`src/hdl/mcfp_pkg.sv`:
```
// Shared types and constants for the motor command frame packer.
// No dependencies; used by every module of the block.
package mcfp_pkg;

  localparam int DEF_INPUT_FRAC_BITS = 16;

  localparam int VAL_W   = 32;
  localparam int CODE_W  = 16;
  localparam int ID_W    = 8;
  localparam int FRAME_W = 25;
  localparam int TW      = 26;   // holds 65535 * largest span in half units

  localparam int REG_IDX_W = 1;
  localparam logic [REG_IDX_W-1:0] REG_FIRST_ID  = 1'd0;
  localparam logic [REG_IDX_W-1:0] REG_SECOND_ID = 1'd1;

  localparam logic [ID_W-1:0] FIRST_ID_RST  = 8'd127;
  localparam logic [ID_W-1:0] SECOND_ID_RST = 8'd126;

  localparam logic MODE_EXT = 1'b1;

  // range ends in half units
  typedef struct packed {
    int lo_half;
    int hi_half;
  } span_t;

  localparam span_t TORQUE_SPAN    = '{lo_half: -24, hi_half: 24};
  localparam span_t POSITION_SPAN  = '{lo_half: -25, hi_half: 25};
  localparam span_t VELOCITY_SPAN  = '{lo_half: -60, hi_half: 60};
  localparam span_t STIFFNESS_SPAN = '{lo_half: 0,   hi_half: 1000};
  localparam span_t DAMPING_SPAN   = '{lo_half: 0,   hi_half: 10};

  typedef struct packed {
    logic en0;
    logic en1;
    logic en2;
  } pipe_en_t;

endpackage

```
`src/hdl/motor_command_frame_packer.sv`:
```
// Top level of the motor command frame packer.
// Depends on mcfp_pkg, mcfp_flow and mcfp_scale.

// Takes one item per clock while in_stall is low. An accepted item passes
// through the input, correction and output registers in turn, and its frame
// leaves the output when out_stall is low. A full pipeline holds three items.
// Each of the five scalers clamps its value, multiplies by 65535 with a shift
// and subtract, and divides by its span with a registered reciprocal multiply
// followed by a one-step correction. The input, correction and output
// registers make the three stages. The motor id is taken from first_id or
// second_id by motor_select; write these only while no item is in flight.
module motor_command_frame_packer #(
  parameter int INPUT_FRAC_BITS = mcfp_pkg::DEF_INPUT_FRAC_BITS
) (
  input  logic                                 clk,
  input  logic                                 rst,
  input  logic                                 cfg_write,
  input  logic [mcfp_pkg::REG_IDX_W-1:0]       cfg_index,
  input  logic [mcfp_pkg::ID_W-1:0]            cfg_data,
  input  logic                                 in_valid,
  output logic                                 in_stall,
  input  logic                                 motor_select,
  input  logic signed [mcfp_pkg::VAL_W-1:0]    torque_in,
  input  logic signed [mcfp_pkg::VAL_W-1:0]    position_in,
  input  logic signed [mcfp_pkg::VAL_W-1:0]    velocity_in,
  input  logic signed [mcfp_pkg::VAL_W-1:0]    stiffness_in,
  input  logic signed [mcfp_pkg::VAL_W-1:0]    damping_in,
  output logic                                 out_valid,
  input  logic                                 out_stall,
  output logic [mcfp_pkg::FRAME_W-1:0]         frame_id,
  output logic [mcfp_pkg::CODE_W-1:0]          position_code,
  output logic [mcfp_pkg::CODE_W-1:0]          velocity_code,
  output logic [mcfp_pkg::CODE_W-1:0]          stiffness_code,
  output logic [mcfp_pkg::CODE_W-1:0]          damping_code,
  output logic                                 motor_echo
);
  import mcfp_pkg::*;

  pipe_en_t   en;
  logic [2:0] stage_valid;

  logic [ID_W-1:0] first_id;
  logic [ID_W-1:0] second_id;

  logic                    sel_in;
  logic                    sel_mid;
  logic signed [VAL_W-1:0] torque_r;
  logic signed [VAL_W-1:0] position_r;
  logic signed [VAL_W-1:0] velocity_r;
  logic signed [VAL_W-1:0] stiffness_r;
  logic signed [VAL_W-1:0] damping_r;

  logic [CODE_W-1:0] torque_c;
  logic [CODE_W-1:0] position_c;
  logic [CODE_W-1:0] velocity_c;
  logic [CODE_W-1:0] stiffness_c;
  logic [CODE_W-1:0] damping_c;

  always_ff @(posedge clk) begin
    if (rst) begin
      first_id  <= FIRST_ID_RST;
      second_id <= SECOND_ID_RST;
    end else if (cfg_write) begin
      case (cfg_index)
        REG_FIRST_ID:  first_id  <= cfg_data;
        REG_SECOND_ID: second_id <= cfg_data;
        default: ;
      endcase
    end
  end

  mcfp_flow u_flow (
    .clk         (clk),
    .rst         (rst),
    .in_valid    (in_valid),
    .in_stall    (in_stall),
    .out_stall   (out_stall),
    .en          (en),
    .stage_valid (stage_valid)
  );

  always_ff @(posedge clk) begin
    if (en.en0) begin
      sel_in      <= motor_select;
      torque_r    <= torque_in;
      position_r  <= position_in;
      velocity_r  <= velocity_in;
      stiffness_r <= stiffness_in;
      damping_r   <= damping_in;
    end
    if (en.en1) begin
      sel_mid <= sel_in;
    end
  end

  mcfp_scale #(.FRAC_BITS(INPUT_FRAC_BITS), .SPAN(TORQUE_SPAN)) u_torque (
    .clk(clk), .en(en), .x(torque_r), .code(torque_c)
  );
  mcfp_scale #(.FRAC_BITS(INPUT_FRAC_BITS), .SPAN(POSITION_SPAN)) u_position (
    .clk(clk), .en(en), .x(position_r), .code(position_c)
  );
  mcfp_scale #(.FRAC_BITS(INPUT_FRAC_BITS), .SPAN(VELOCITY_SPAN)) u_velocity (
    .clk(clk), .en(en), .x(velocity_r), .code(velocity_c)
  );
  mcfp_scale #(.FRAC_BITS(INPUT_FRAC_BITS), .SPAN(STIFFNESS_SPAN)) u_stiffness (
    .clk(clk), .en(en), .x(stiffness_r), .code(stiffness_c)
  );
  mcfp_scale #(.FRAC_BITS(INPUT_FRAC_BITS), .SPAN(DAMPING_SPAN)) u_damping (
    .clk(clk), .en(en), .x(damping_r), .code(damping_c)
  );

  always_ff @(posedge clk) begin
    if (en.en2) begin
      frame_id       <= {MODE_EXT, torque_c, (sel_mid ? second_id : first_id)};
      position_code  <= position_c;
      velocity_code  <= velocity_c;
      stiffness_code <= stiffness_c;
      damping_code   <= damping_c;
      motor_echo     <= sel_mid;
    end
  end

  assign out_valid = stage_valid[2];

  a_mode_bit: assert property (@(posedge clk) disable iff (rst)
    out_valid |-> frame_id[FRAME_W-1] == MODE_EXT)
    else $error("frame without extended mode bit");

  a_flow_through: assert property (@(posedge clk) disable iff (rst)
    !out_stall |-> !in_stall)
    else $error("input stalled while output drains");

  a_accept_lands: assert property (@(posedge clk) disable iff (rst)
    (in_valid && !in_stall) |=> stage_valid[0])
    else $error("accepted item lost at input stage");

endmodule

```
`src/hdl/mcfp_flow.sv`:
```
// Valid/stall flow control of the three-stage item pipeline.
// Depends on mcfp_pkg.
module mcfp_flow (
  input  logic              clk,
  input  logic              rst,
  input  logic              in_valid,
  output logic              in_stall,
  input  logic              out_stall,
  output mcfp_pkg::pipe_en_t en,
  output logic [2:0]        stage_valid
);
  import mcfp_pkg::*;

  logic [2:0] vld;

  always_comb begin
    en.en2   = !vld[2] || !out_stall;
    en.en1   = !vld[1] || en.en2;
    en.en0   = !vld[0] || en.en1;
    in_stall = !en.en0;
  end

  always_ff @(posedge clk) begin
    if (rst) begin
      vld <= '0;
    end else begin
      if (en.en0) vld[0] <= in_valid;
      if (en.en1) vld[1] <= vld[0];
      if (en.en2) vld[2] <= vld[1];
    end
  end

  assign stage_valid = vld;

endmodule

```
`src/hdl/mcfp_scale.sv`:
```
// Clamp and linear scale of one Q-format value onto a 16-bit code.
// Depends on mcfp_pkg; division by the span uses a reciprocal multiply.
module mcfp_scale #(
  parameter int              FRAC_BITS = mcfp_pkg::DEF_INPUT_FRAC_BITS,
  parameter mcfp_pkg::span_t SPAN      = mcfp_pkg::TORQUE_SPAN
) (
  input  logic                              clk,
  input  mcfp_pkg::pipe_en_t                en,
  input  logic signed [mcfp_pkg::VAL_W-1:0] x,
  output logic [mcfp_pkg::CODE_W-1:0]       code
);
  import mcfp_pkg::*;

  localparam int XW = (FRAC_BITS + 11 > VAL_W + 1) ? FRAC_BITS + 11 : VAL_W + 1;
  localparam int DW = XW - 1;
  localparam int PW = DW + CODE_W;
  localparam longint UNIT_HALF = longint'(1) << (FRAC_BITS - 1);
  localparam logic signed [XW-1:0] LO = XW'(longint'(SPAN.lo_half) * UNIT_HALF);
  localparam logic signed [XW-1:0] HI = XW'(longint'(SPAN.hi_half) * UNIT_HALF);
  localparam int S = SPAN.hi_half - SPAN.lo_half;
  localparam logic [TW-1:0] SV = TW'(S);
  localparam logic [TW-1:0] RECIP = TW'((longint'(1) << TW) / S);

  logic signed [XW-1:0] xe;
  logic signed [XW-1:0] xc;
  logic [XW-1:0]        diff;
  logic [DW-1:0]        d;
  logic [PW-1:0]        prod;
  logic [TW-1:0]        t;
  logic [2*TW-1:0]      qp;
  logic [TW-1:0]        t_mid;
  logic [CODE_W-1:0]    q_mid;
  logic [TW-1:0]        qs;
  logic [TW-1:0]        rem;

  always_comb begin
    xe = {{(XW-VAL_W){x[VAL_W-1]}}, x};
    if (xe > HI) begin
      xc = HI;
    end else if (xe < LO) begin
      xc = LO;
    end else begin
      xc = xe;
    end
    diff = xc - LO;
    d    = diff[DW-1:0];
    prod = {d, {CODE_W{1'b0}}} - {{CODE_W{1'b0}}, d};   // d * 65535
    t    = prod[FRAC_BITS-1 +: TW];
    qp   = (2*TW)'(t) * (2*TW)'(RECIP);
  end

  always_ff @(posedge clk) begin
    if (en.en1) begin
      t_mid <= t;
      q_mid <= qp[TW +: CODE_W];
    end
  end

  // estimate is exact or one low
  always_comb begin
    qs   = TW'(q_mid) * SV;
    rem  = t_mid - qs;
    code = q_mid + CODE_W'(rem >= SV);
  end

endmodule

```
`config.mk`:
```
export PLATFORM = sky130hd
export DESIGN_NAME = motor_command_frame_packer
export DESIGN_NICKNAME = d
export VERILOG_FILES = /design/src/hdl/mcfp_pkg.sv /design/src/hdl/motor_command_frame_packer.sv /design/src/hdl/mcfp_flow.sv /design/src/hdl/mcfp_scale.sv
export SDC_FILE = /design/constraint.sdc
export NUM_CORES = 2
export LEC_CHECK = 0
export ABC_CLOCK_PERIOD_IN_PS = 14220
export BUFFER_PORTS_ARGS = -buffer_cell sky130_fd_sc_hd__buf_2
export CAP_MARGIN = 5
export CELL_PAD_IN_SITES_DETAIL_PLACEMENT = 1
export CELL_PAD_IN_SITES_GLOBAL_PLACEMENT = 2
export CORE_MARGIN = 2
export CORE_UTILIZATION = 43
export CTS_BUF_LIST = sky130_fd_sc_hd__clkbuf_16
export DETAILED_ROUTE_END_ITERATION = 12
export PLACE_DENSITY = 0.79
export REMOVE_ABC_BUFFERS = 1
export SETUP_SLACK_MARGIN = 0.2
export SYNTH_ARGS = -nofsm -noshare
export SYNTH_HDL_FRONTEND = slang
export SYNTH_HIERARCHICAL = 1
export SYNTH_SLANG_ARGS = --single-unit
```
`constraint.sdc`:
```
create_clock -name clk -period 14.22 [get_ports clk]
set_clock_uncertainty 0.15 [all_clocks]
set_input_delay 0.711 -clock clk [delete_from_list [all_inputs] [get_ports clk]]
set_output_delay 0.711 -clock clk [all_outputs]
set_load 0.01 [all_outputs]
```
==> flow_summary_export.csv <==
group,metric,value,unit
status,status,"completed",
min_path,hp-class,"in -> reg",
min_path,min_to,"velocity_r[15]",
yosys,yosysTopAreaCell,"ha_1",
sta,tightest_slew,1.173,ns
routing,drt_iter0_drc,2019,
yosys,synthArstFlopShare,0,
sta,finalSetupViolCount,0,
sta,clock.fmax,0.07660,GHz
yosys,yosysTopAreaCellShare,0.2277,
floorplan,die_w,404.2,um
yosys,ys_ff_latch,468,
worst_setup_path,path_class,"reg -> reg",
yosys,synth_area,0.06886,mm2
layout,layout_common_cells,"1485 x inv_1, 1253 x ha_1, 776 x fa_1, 449 x edfxtp_1, 303 x a21oi_1",
flow_run,maxCapViolations,0,
sta,hold_viol,0,
worst_setup_path,cp_data_required_time,14.52,ns
routing,viasPerCell,5.246,
yosys,synthCells,6761,
clock_network,worstSkewPairLatency,0.71,ns
sta,slew-limit-headroom,0.2135,
placement,dpl.hpwl,159300,um
clock_network,clkTransAtPathRegs,0.06,ns
global_route,gr-total-overflow,0,
yosys,synth-main-ff-cell,"edfxtp_1",
clock_network,ctsRootBufferMaster,"clkbuf_16",
yosys,synth.avg_cell_area,10.19,um2
min_path,hold_start,"velocity_in[15]",
sta,setup-tns-final,0,ns
routing,route.vias.total,49050,
worst_setup_path,r2r_slack,1.16,ns
layout,syn_to_final_growth,11.01,%
worst_setup_path,r2r-start,"position_r[20]",
routing,drc,0,
sta,slew_violations,0,
yosys,ys_warn_count,6,
clock_network,cts_max_level,3,
clock_network,cts-buffers-inserted,66,
worst_setup_path,cp.arrival,13.36,ns
floorplan,num_io_pins,267,
global_route,grt_antenna_before_repair,5,
min_path,hold_depth,1,
global_route,grt_pass1_vias,54550,
sta,layout_min_cycle_time,13.06,ns
routing,ant_nets,0,
worst_setup_path,endpoint_kind,"register",
clock_network,cts_sinks,468,
yosys,yosysUniqueCellTypes,149,
worst_setup_path,rr_worst_depth,47,
sta,rsz0062_at_grt,"no",
routing,wirelength,187800,um
yosys,ys_seq_area_frac,0.2013,
floorplan,core,0.1587,mm2
floorplan,rows,146,
yosys,synth_area_leaders,"ha_1 23%, fa_1 23%, edfxtp_1 20%",
placement,place_congestion,0.9082,
worst_setup_path,critPathMostFrequentCell,"inv_1",
routing,first_pass_iters,5,
global_route,grt_usage,0.2344,
layout,layout.nets,9428,
global_route,grt_first_pass_wirelength,301500,um
layout,drive_above_1_share,0.08081,
floorplan,start_util,0.4338,
worst_setup_path,critical-path-max-stage-delay,0.54,ns
sta,period_share,0.9181,
yosys,synth_edf_count,449,
worst_setup_path,startpoint_type,"register",
worst_setup_path,timing.rr.end,"u_position/q_mid[13]",
floorplan,dieHeight,404.2,um
worst_setup_path,cp_max_fo,10,
placement,port_buffers,265,
clock_network,cts_max_path_buffers,3,
routing,avgRoutedWirePerCell,20.08,um
layout,final_common_cell,"inv_1",
floorplan,die-area,0.1634,mm2
global_route,grt_max_degree,133,
clock_network,cts_tree,"built",
worst_setup_path,cp_slowest_cell,"fa_1",
## cell families after synthesis
logic type      after synthesis  share of synthesized area
fa+ha+maj                  2034                     0.4540
buf+inv                    1550                    0.08663
simple gates               1200                    0.09257
compound gates             1013                    0.09942
flops                       468                     0.2013
xor+xnor                    448                    0.05896
mux                          45                   0.006904
other cells                   3                  0.0001635
## what timing repair did
| action | 4_1_cts | 5_1_grt |
|---|---|---|
| endpoints found under the hold margin | 139 | 0 |
| setup buffers | 0 | 0 |
| endpoints found under the setup margin | 0 | 3 |
| gates resized for setup | 0 | 1 |
| hold buffers | 139 | 0 |
## worst max-delay path by stage
| stage | startpoint | end | cells after the start |
|---|---|---|---|
| 6_report | position_r[20] | u_position/q_mid[13] | 47 |
| 4_1_cts | position_r[20] | u_position/q_mid[13] | 47 |
| 5_1_grt | position_r[20] | u_position/q_mid[13] | 47 |
| 2_1_floorplan | position_r[20] | u_position/q_mid[15] | 45 |
| 3_3_place_gp | position_r[20] | u_position/q_mid[15] | 47 |
| 3_5_place_dp | position_r[20] | u_position/q_mid[13] | 47 |
## Yosys cell counts (26+ instances only)
cell type and number:
a211oi_1 38, a21o_1 102, a21oi_1 304, a31oi_1 28, and2_1 87, and3_1 57
clkbuf_1 42, edfxtp_1 449, fa_1 776, ha_1 1253, inv_1 1478, mux2i_1 28
nand2_1 225, nand2b_1 44, nand3_1 107, nand4_1 49, nor2_1 282, nor2b_1 45
nor3_1 100, nor4_1 40, o211ai_1 27, o21a_1 61, o21ai_0 184, o21bai_1 26
xnor2_1 291, xor2_1 145
## critical path, delay by kind of cell (launching register included)
kind	cells	cell delay (ns)
flip-flops	1	0.48
XOR/XNOR	2	0.54
adder cells (fa/ha/maj)	11	4.52
AO/OA/AOI/OAI	15	3.77
buffers and inverters	7	0.73
AND/OR/NAND/NOR	12	2.58
## layer usage
layer | GRT usage | vias up | share of wire
met5 | 0 | - | 0.000059
met4 | 0.04517 | 2 | 0.018
met3 | 0.02395 | 178 | 0.026
met2 | 0.4063 | 620 | 0.49
met1 | 0.3179 | 24610 | 0.47
li1 | - | 23640 | -
## layout make-up
| class | instances | area (um2) |
|---|---|---|
| clock buffer | 69 | 1727 |
| inverter | 1481 | 5559 |
| sequential | 468 | 13860 |
| fill | 17700 | 82300 |
| multi-input combinational | 4759 | 49130 |
| antenna | 2 | 5.005 |
| tap | 2072 | 2592 |
| clock inverter | 51 | 501.7 |
| timing repair buffer | 448 | 3060 |
## registers in the layout, indices dropped and copies added (netlist names), 24 cells and up
register and cells:
stiffness_r 32, damping_r 32, position_r 32, u_position/t_mid 25, u_damping/t_mid 25, frame_id 24, velocity_r 32, torque_r 32
## metrics by stage
stage          worst slack (ns)    util  std cells  hold slack [ns]  area, um2
3_5_place_dp              1.062  0.4587       9089           0.2601      72810
6_report                  1.164  0.4815       9350          0.07005      76440
5_1_grt                  0.3020  0.4815       9349          0.01427      76440
2_1_floorplan             2.505       -       6708           0.2503      68520
4_1_cts                  0.9924  0.4815       9348        0.0001052      76430
3_3_place_gp              1.367  0.4587       9089           0.2553      72810
Power is left out: the tool's default activity adds up to more than one toggle a clock period on the data nets, which glitch-free logic cannot reach.
